## src/rtl/didct_ram.sv

```systemverilog
// Generic single-write, single-read synchronous RAM with registered read.
`timescale 1ns / 1ps
module didct_ram #(
  parameter int WIDTH = 8,
  parameter int DEPTH = 64
) (
  input  logic                     clk_i,
  input  logic                     we_i,
  input  logic [$clog2(DEPTH)-1:0] waddr_i,
  input  logic [WIDTH-1:0]         wdata_i,
  input  logic [$clog2(DEPTH)-1:0] raddr_i,
  output logic [WIDTH-1:0]         rdata_o
);

  logic [WIDTH-1:0] mem [DEPTH];

  always_ff @(posedge clk_i) begin
    if (we_i) begin
      mem[waddr_i] <= wdata_i;
    end
    rdata_o <= mem[raddr_i];
  end

endmodule

```

## config.mk

```make
export PLATFORM = sky130hd
export DESIGN_NAME = didct_ram
export DESIGN_NICKNAME = d
export VERILOG_FILES = /design/src/rtl/didct_ram.sv
export SDC_FILE = /design/constraint.sdc
export NUM_CORES = 1
export LEC_CHECK = 0
export BUFFER_PORTS_ARGS = -buffer_cell sky130_fd_sc_hd__buf_2
export CORE_MARGIN = 3
export CORE_UTILIZATION = 51
export CTS_CLUSTER_DIAMETER = 150
export DETAILED_ROUTE_END_ITERATION = 8
export PLACE_DENSITY = 0.67
export SETUP_SLACK_MARGIN = 0.4
export SLEW_MARGIN = 25
export SYNTH_ARGS = -nofsm -noshare
export SYNTH_HDL_FRONTEND = slang
export SYNTH_SLANG_ARGS = --single-unit
```

## constraint.sdc

```tcl
create_clock -name clk_i -period 5 [get_ports clk_i]
set_clock_uncertainty 0.2 [all_clocks]
set_input_delay 0.25 -clock clk_i [delete_from_list [all_inputs] [get_ports clk_i]]
set_output_delay 0.25 -clock clk_i [all_outputs]
set_load 0.03 [all_outputs]
```

==> results of run 1 <==
per-stage QoR:
| stage | area [µm²] | std cells |
|---|---|---|
| after floorplan | 20170 | 940 |
| after global placement | 20760 | 1448 |
| after detailed placement | 20810 | 1450 |
| after CTS | 22490 | 1550 |
| after global routing | 22500 | 1550 |
| final | 22500 | 1550 |
cell usage after synthesis (all sizes together), types with 3 or more instances:
library cell	n	share of area, %
mux2i	23	1.1
mux2	13	0.73
nand3b	3	0.11
a221oi	6	0.26
mux4	126	14
dfxtp	8	0.79
nand3	13	0.32
o2bb2ai	3	0.13
a21oi	3	0.074
nor3	7	0.17
nor2b	14	0.43
buf	34	1.3
o221ai	8	0.35
a211oi	4	0.15
nor2	83	1.5
nand2	19	0.35
o2111ai	3	0.13
o21ai	4	0.099
nand2b	7	0.22
edfxtp	512	76
o22ai	8	0.25
a22oi	3	0.11
clkbuf	17	0.32
timing repair:
action	CTS	global route
hold endpoints to repair	49	0
gates resized for setup	0	0
hold buffers	5	0
sequential cells by signal, summed over array words and instances (netlist names):
register / count
mem: 512
rdata_o: 8
worst reg2reg max path: cells and delay by family (launching register included):
kind / cells / cell delay (ns)
muxes: 2 / 0.79
DFF: 1 / 0.36
AOI/OAI and AO/OA: 2 / 0.84
how the worst min path moves through the flow:
stage	startpoint	endpoint	depth (start not counted)
2_1_floorplan	wdata_i[0]	mem[0][0]$_DFFE_PP_	0
6_report	wdata_i[3]	mem[50][3]$_DFFE_PP_	1
3_3_place_gp	raddr_i[5]	rdata_o[0]$_DFF_P_	3
3_5_place_dp	raddr_i[5]	rdata_o[0]$_DFF_P_	3
5_1_grt	wdata_i[3]	mem[50][3]$_DFFE_PP_	1
4_1_cts	waddr_i[2]	mem[48][4]$_DFFE_PP_	2
final cells by class:
cell class | instances | area share (%)
Timing Repair Buffer | 48 | 1.607
Tap cell | 518 | 2.881
Sequential cell | 520 | 69.05
Clock buffer | 64 | 6.256
Clock inverter | 31 | 0.9732
Multi-Input combinational cell | 369 | 19.24
report_power, final:
group	total (µW)	switching [µW]	internal, µW
logic	448	282	166
registers	4840	16.3	4820
clock network	3700	1560	2140
cell usage in the layout (no fill, tap or decap), types with 3 or more instances in the layout:
cell type      Yosys  layout
bufinv_16          0       3
edfxtp_1         512     512
a221oi_1           6       6
nand3b_1           3       3
a21oi_1            3       3
clkbuf_16          0      53
mux2_2            13      13
o22ai_1            8       8
clkinv_1           0      14
mux2i_1           23      23
a22oi_1            3       3
o221ai_1           8       8
dfxtp_1            8       8
mux4_2           126     126
nand2b_1           7       7
clkbuf_1          17       7
o2bb2ai_1          3       3
a211oi_1           4       4
nor2_2             0       3
buf_4             13      17
clkinv_2           0      12
nand2_1           19      19
nor2_1            83      80
buf_2             11      22
buf_12             2       3
nor3_1             7       6
nand3_1           13      13
dlygate4sd3_1      0       5
nor2b_1           14      14
clkbuf_8           0       5
o2111ai_1          3       3
logic make-up (layout without fill, tap and decap cells):
group | after synthesis | after routing | share of synthesized area [%]
AOI/OAI and AO/OA | 54 | 54 | 2.072
buffers and inverters | 51 | 143 | 1.570
DFF | 520 | 520 | 77.03
muxes | 162 | 162 | 15.94
and+or+nand+nor | 153 | 153 | 3.387
metal layers:
layer  share of wire (%)  up-vias  routed length (µm)  global-route usage, %
met1                  42     5061               18330                  32.26
met4                 2.3        0                1009                  5.760
li1                    -     4036                   -                      -
met2                  47      435               20620                  32.56
met5                   0        -                   0                      0
met3                 8.2       65                3549                  4.020
==> flow_metrics.py, run 1 <==
metrics = {
    "setup_path": {
        "crit_path_max_incr_delay_ns": 1.01,
        "worstPathArrival_ns": 2.72,
        "r2r_setup_slack_ns": 2.67,
        "rr_worst_depth": 4,
        "critPathLaunch": "waddr_i[1]",
        "cp.required_ns": 4.97,
        "path_class": "in2reg",
        "crit_end": "mem[59][5]$_DFFE_PP_",
        "worst-path-max-fanout": 10,
        "cp_slowest_cell": "nor2_1",
        "cp_top_family": "simple AND/OR/NAND/NOR gates",
        "r2r-start": "mem[47][1]$_DFFE_PP_",
        "startpoint_type": "input port",
        "critical_path.cell_chain": "dlygate4sd3_1 > buf_2 > nor2b_1 > nand3_1 > nor2_1",
        "reg2reg_to": "rdata_o[1]$_DFF_P_",
        "worstSetupPathDepth": 5,
        "end_kind": "flop",
        "path_buf_inv": 2,
    },
    "sta": {
        "relSlewSlack_pct": 29.36,
        "fin_crit_ns": 2.753,
        "grt_setup_unrepaired": "no",
        "hold_viol_final": 0,
        "setup_violations": 0,
        "fmax_ghz": 0.3632,
        "worstMarginPinSlew_ns": 1.056,
        "maxSlewViolCount": 0,
        "worst_slack_ns": 2.247,
        "hold_ws_ns": 0.04337,
        "setup_tns_ns": 0,
        "fin_crit_sh_pct": 55.06,
    },
    "yosys": {
        "syn_area_mm2": 0.02017,
        "ys_warn_count": 0,
        "seq_area_frac_synth_pct": 77.03,
        "synth_edf_count": 512,
        "synth_seq_cells": 520,
        "avgSynthCellArea_um2": 21.45,
        "syn-num-nets": 962,
        "synth_flop_cell": "edfxtp_1",
        "synthCells": 940,
        "ys_types": 40,
        "ys_async_sr_fraction_pct": 0,
    },
    "final_layout": {
        "num_antenna_cells": 0,
        "drive_above_1_share_pct": 25.39,
        "fill_cells": 2783,
        "ff_latch_area_mm2": 0.01553,
        "multi_input_area_mm2": 0.004328,
        "syn2layout_area_growth_pct": 11.56,
        "fin_util_pct": 57.95,
        "final_nets": 1012,
    },
    "detailed_routing": {
        "wl_mm": 43.52,
        "viasPerCell": 6.192,
        "ant_nets": 0,
        "vias": 9597,
        "drtIter0Drc": 1134,
        "drt_pass1_iterations": 5,
        "drc_errors": 0,
        "wl_per_cell_um": 28.07,
    },
    "clock_network": {
        "cts_buffers": 51,
        "clkTransAtPathRegs_ns": 0.07,
        "cts_tree": "done",
        "clock_path_buffers": 3,
        "postCtsSetupBuffers": 0,
        "clock-root-buffer": "clkbuf_16",
        "cts_sinks": 520,
        "htree_levels": 2,
        "clk_latency_ns": 0.56,
    },
    "placed_design": {
        "dpl.hpwl_mm": 25.98,
        "numPortBuffers": 29,
        "gp_congestion": 0.8093,
        "pre_cts_ws_ns": 1.827,
    },
    "global_route": {
        "antenna_found_initial": 1,
        "grt_pass1_vias": 9663,
        "grt_use_total_pct": 21.33,
        "grt_max_degree": 65,
        "grt_pass1_wl_mm": 65.05,
        "grt_remaining_overflow": 0,
    },
    "flow_run": {
        "drv_cap": 0,
    },
    "floorplanning": {
        "row_count": 72,
        "io_pins": 30,
        "core_area_mm2": 0.03883,
        "die_h_um": 204.9,
        "die_area_mm2": 0.04197,
        "die_w_um": 204.9,
        "start_util_pct": 51.94,
    },
    "pwr": {
        "power_uw": 8988,
        "powerDensity_mw_per_mm2": 399.5,
        "ir_drop_mv": 0.3596,
        "power.leakage_uw": 0.006986,
    },
    "outcome": {
        "status": "finished, final reports clean",
    },
    "worst_hold_path": {
        "holdCritPathClass": "in2reg",
    },
}
(Power assumes the default switching activity.)
==> run 2: changes to the inputs <==
- ABC_AREA: unset -> 1
- PLACE_DENSITY: 0.67 -> 0.69
- clock period: 5 -> 2.44 ns (I/O delays scaled with it)
==> run 2 against run 1 <==
Compared with the run above: critical path depth up 2; die area up 5.6%; worst setup slack worse by 1.8 ns; non-clock buffer count up 108; first-iteration DRC count up 72%; via count up 49%; area after synthesis up 5.8%; largest power group unchanged; wire length up 24%; sequential share of layout area down 4.9 points.
==> flow_metrics.py, run 2 <==
metrics = {
    "outcome": {
        "status": "finished, final reports clean",
    },
    "yosys": {
        "synth_area_leader_cell": "edfxtp_1",
        "ys_types": 16,
        "syn_area_mm2": 0.02134,
        "synth_flop_cell": "edfxtp_1",
        "ys_async_sr_fraction_pct": 0,
        "synth_top_area_share_pct": 72.05,
        "synth_most_common_cell": "nand2_1",
        "synthCells": 1805,
        "synth_edf_count": 512,
        "avgSynthCellArea_um2": 11.82,
        "seq_area_frac_synth_pct": 72.80,
        "ys_top_cells_by_area": "edfxtp_1 (72%), nand2_1 (11%), nand3_1 (10%), buf_6 (1.8%), nor2_1 (0.99%)",
        "ys_warn_count": 0,
        "syn-num-nets": 1827,
        "synth_seq_cells": 520,
        "synth_common_cells": "nand2_1 (648), edfxtp_1 (512), nand3_1 (439)",
    },
    "floorplanning": {
        "io_pins": 30,
        "die_area_mm2": 0.04433,
        "row_count": 74,
        "die_w_um": 210.6,
        "die_h_um": 210.6,
        "start_util_pct": 51.91,
        "core_area_mm2": 0.04111,
    },
    "sta": {
        "fmax_ghz": 0.4999,
        "setup_violations": 0,
        "setup_tns_ns": 0,
        "hold_viol_final": 0,
        "grt_setup_unrepaired": "no",
        "fin_crit_sh_pct": 81.98,
        "fin_crit_ns": 2.000,
        "hold_ws_ns": 0.06317,
        "worstMarginPinSlew_ns": 0.7502,
        "worst_slack_ns": 0.4397,
        "maxSlewViolCount": 0,
        "relSlewSlack_pct": 49.93,
    },
    "global_route": {
        "grt_use_met1_pct": 35.24,
        "grt_busiest_layer": "met2",
        "grt_use_total_pct": 24.57,
        "antenna_found_initial": 2,
        "grt_util_met2_pct": 38.04,
        "grt_max_degree": 114,
        "grt_remaining_overflow": 0,
        "grt_pass1_vias": 14140,
        "use_met3_pct": 4.167,
        "grt_pass1_wl_mm": 83.02,
    },
    "clock_network": {
        "clkTransAtPathRegs_ns": 0.06,
        "clock_path_buffers": 3,
        "cts_buffers": 52,
        "clk_latency_ns": 0.60,
        "cts_tree": "done",
        "htree_levels": 2,
        "clock-root-buffer": "clkbuf_16",
        "cts_sinks": 520,
        "postCtsSetupBuffers": 0,
    },
    "detailed_routing": {
        "drt_pass1_iterations": 6,
        "viasPerCell": 5.780,
        "ant_nets": 0,
        "drc_errors": 0,
        "drtIter0Drc": 1951,
        "vias": 14320,
        "wl_mm": 53.79,
        "wl_per_cell_um": 21.71,
    },
    "worst_hold_path": {
        "holdCritStartpoint": "we_i",
        "whs_path_depth": 4,
        "holdCritPathClass": "in2reg",
        "min_to": "mem[18][6]$_DFFE_PP_",
    },
    "final_layout": {
        "final_nets": 1924,
        "largest_register_ffs": 512,
        "final_cell_count_no_fill": 2478,
        "reg.largest.list": "mem x512, rdata_o x8",
        "syn2layout_area_growth_pct": 13.44,
        "drive_above_1_share_pct": 11.11,
        "ff_latch_area_mm2": 0.01553,
        "multi_input_area_mm2": 0.004946,
        "final_cell_mix": "nand2_1 (648), edfxtp_1 (512), nand3_1 (439)",
        "final_common_cell": "nand2_1",
        "fin_area_mm2": 0.02421,
        "largest_register": "mem",
        "fill_cells": 3320,
    },
    "pwr": {
        "p_sw_share_pct": 22.03,
        "power.leakage_uw": 0.008898,
        "pwr-share-comb_pct": 6.5,
        "power_switching_uw": 4191,
        "powerDensity_mw_per_mm2": 785.9,
        "p_int_uw": 14830,
        "ir_drop_mv": 0.7144,
        "power_frac_seq_pct": 52.1,
        "pwr-share-clk_pct": 41.3,
    },
    "flow_run": {
        "drv_cap": 0,
    },
    "placed_design": {
        "dp_cells": 2365,
        "pre_cts_ws_ns": 0.2177,
        "dpl_cell_area_mm2": 0.02238,
        "gp_congestion": 0.8560,
        "numPortBuffers": 29,
        "dpl.hpwl_mm": 32.28,
    },
    "setup_path": {
        "crit_path_max_incr_delay_ns": 0.55,
        "path_buf_inv": 4,
        "rr_worst_depth": 9,
        "r2r-start": "mem[59][6]$_DFFE_PP_",
        "cp.required_ns": 2.73,
        "path_class": "in2reg",
        "r2r_setup_slack_ns": 0.49,
        "reg2reg_to": "rdata_o[6]$_DFF_P_",
        "critical_path.cell_chain": "dlygate4sd3_1 > buf_2 > inv_1 > nand3_1 > nand3_1 > dlygate4sd3_1 > nand2_1",
        "startpoint_type": "input port",
        "worstSetupPathDepth": 7,
        "cp_slowest_cell": "dlygate4sd3_1",
        "worstPathArrival_ns": 2.29,
        "worst-path-max-fanout": 16,
        "cp_top_family": "buffers and inverters",
        "end_kind": "flop",
    },
}
==> run 2: cell count changes in the layout (fill, tap and decap cells not counted), moves of 9 or more <==
cell / previous run / this run
buf_12: 3 / 15
buf_4: 17 / 98
dlygate4sd3_1: 5 / 15
inv_1: 0 / 9
mux2_2: 13 / 0
mux2i_1: 23 / 0
mux4_2: 126 / 0
nand2_1: 19 / 648
nand3_1: 13 / 439
nor2_1: 80 / 56
nor2b_1: 14 / 0
==> run 2: power groups by stage <==
stage	Combinational (µW)	Clock, µW	Sequential [µW]
final	1240	7860	9920
after global placement	1190	0	10100
after floorplan	695	0	10100
after detailed placement	1210	0	10100
after global routing	1350	8340	9920
after CTS	1240	7940	9920
==> run 2: per-layer routing <==
layer / vias to the layer above / part of all wire [%]
met5: - / 0
met4: 0 / 3.2
met3: 113 / 9.2
met2: 698 / 47
met1: 6977 / 41
li1: 6536 / -
==> run 2: area by class of cell <==
cell class	count	share of cell area, %
clock buffers	67	5.696
flip-flops and latches	520	64.17
inverters	12	0.2171
well taps	532	2.750
diodes	2	0.02067
repair buffers	156	5.515
multi-input cells	1160	20.43
clock inverters	29	1.199
==> run 2: cell families after synthesis <==
| family | share of synthesized area, % |
|---|---|
| AND/OR/NAND/NOR | 23.18 |
| buffers and inverters | 4.022 |
| flip-flops | 72.80 |
==> run 2: worst min-delay path: cells and delay by family <==
family	cells	cell delay (ns)
simple gates	2	0.19
buf+inv	2	0.37
==> run 2: how the worst max path moves through the flow <==
| stage | endpoint | startpoint |
|---|---|---|
| 3_3_place_gp | rdata_o[1]$_DFF_P_ | raddr_i[0] |
| 3_5_place_dp | rdata_o[1]$_DFF_P_ | raddr_i[0] |
| 6_report | rdata_o[6]$_DFF_P_ | raddr_i[4] |
| 5_1_grt | mem[52][6]$_DFFE_PP_ | waddr_i[2] |
| 4_1_cts | rdata_o[6]$_DFF_P_ | raddr_i[4] |
| 2_1_floorplan | mem[48][0]$_DFFE_PP_ | we_i |
==> run 2: timing repair <==
action,in CTS,in global routing
hold endpoints to repair,333,0
gates resized for setup,0,0
hold buffers,15,0
==> run 2: stage by stage <==
| stage | power (µW) | util [%] |
|---|---|---|
| after floorplan | 10820 | - |
| after global placement | 11300 | 54.45 |
| after detailed placement | 11310 | 54.45 |
| after CTS | 19090 | 58.88 |
| after global routing | 19600 | 58.89 |
| final | 19020 | 58.89 |
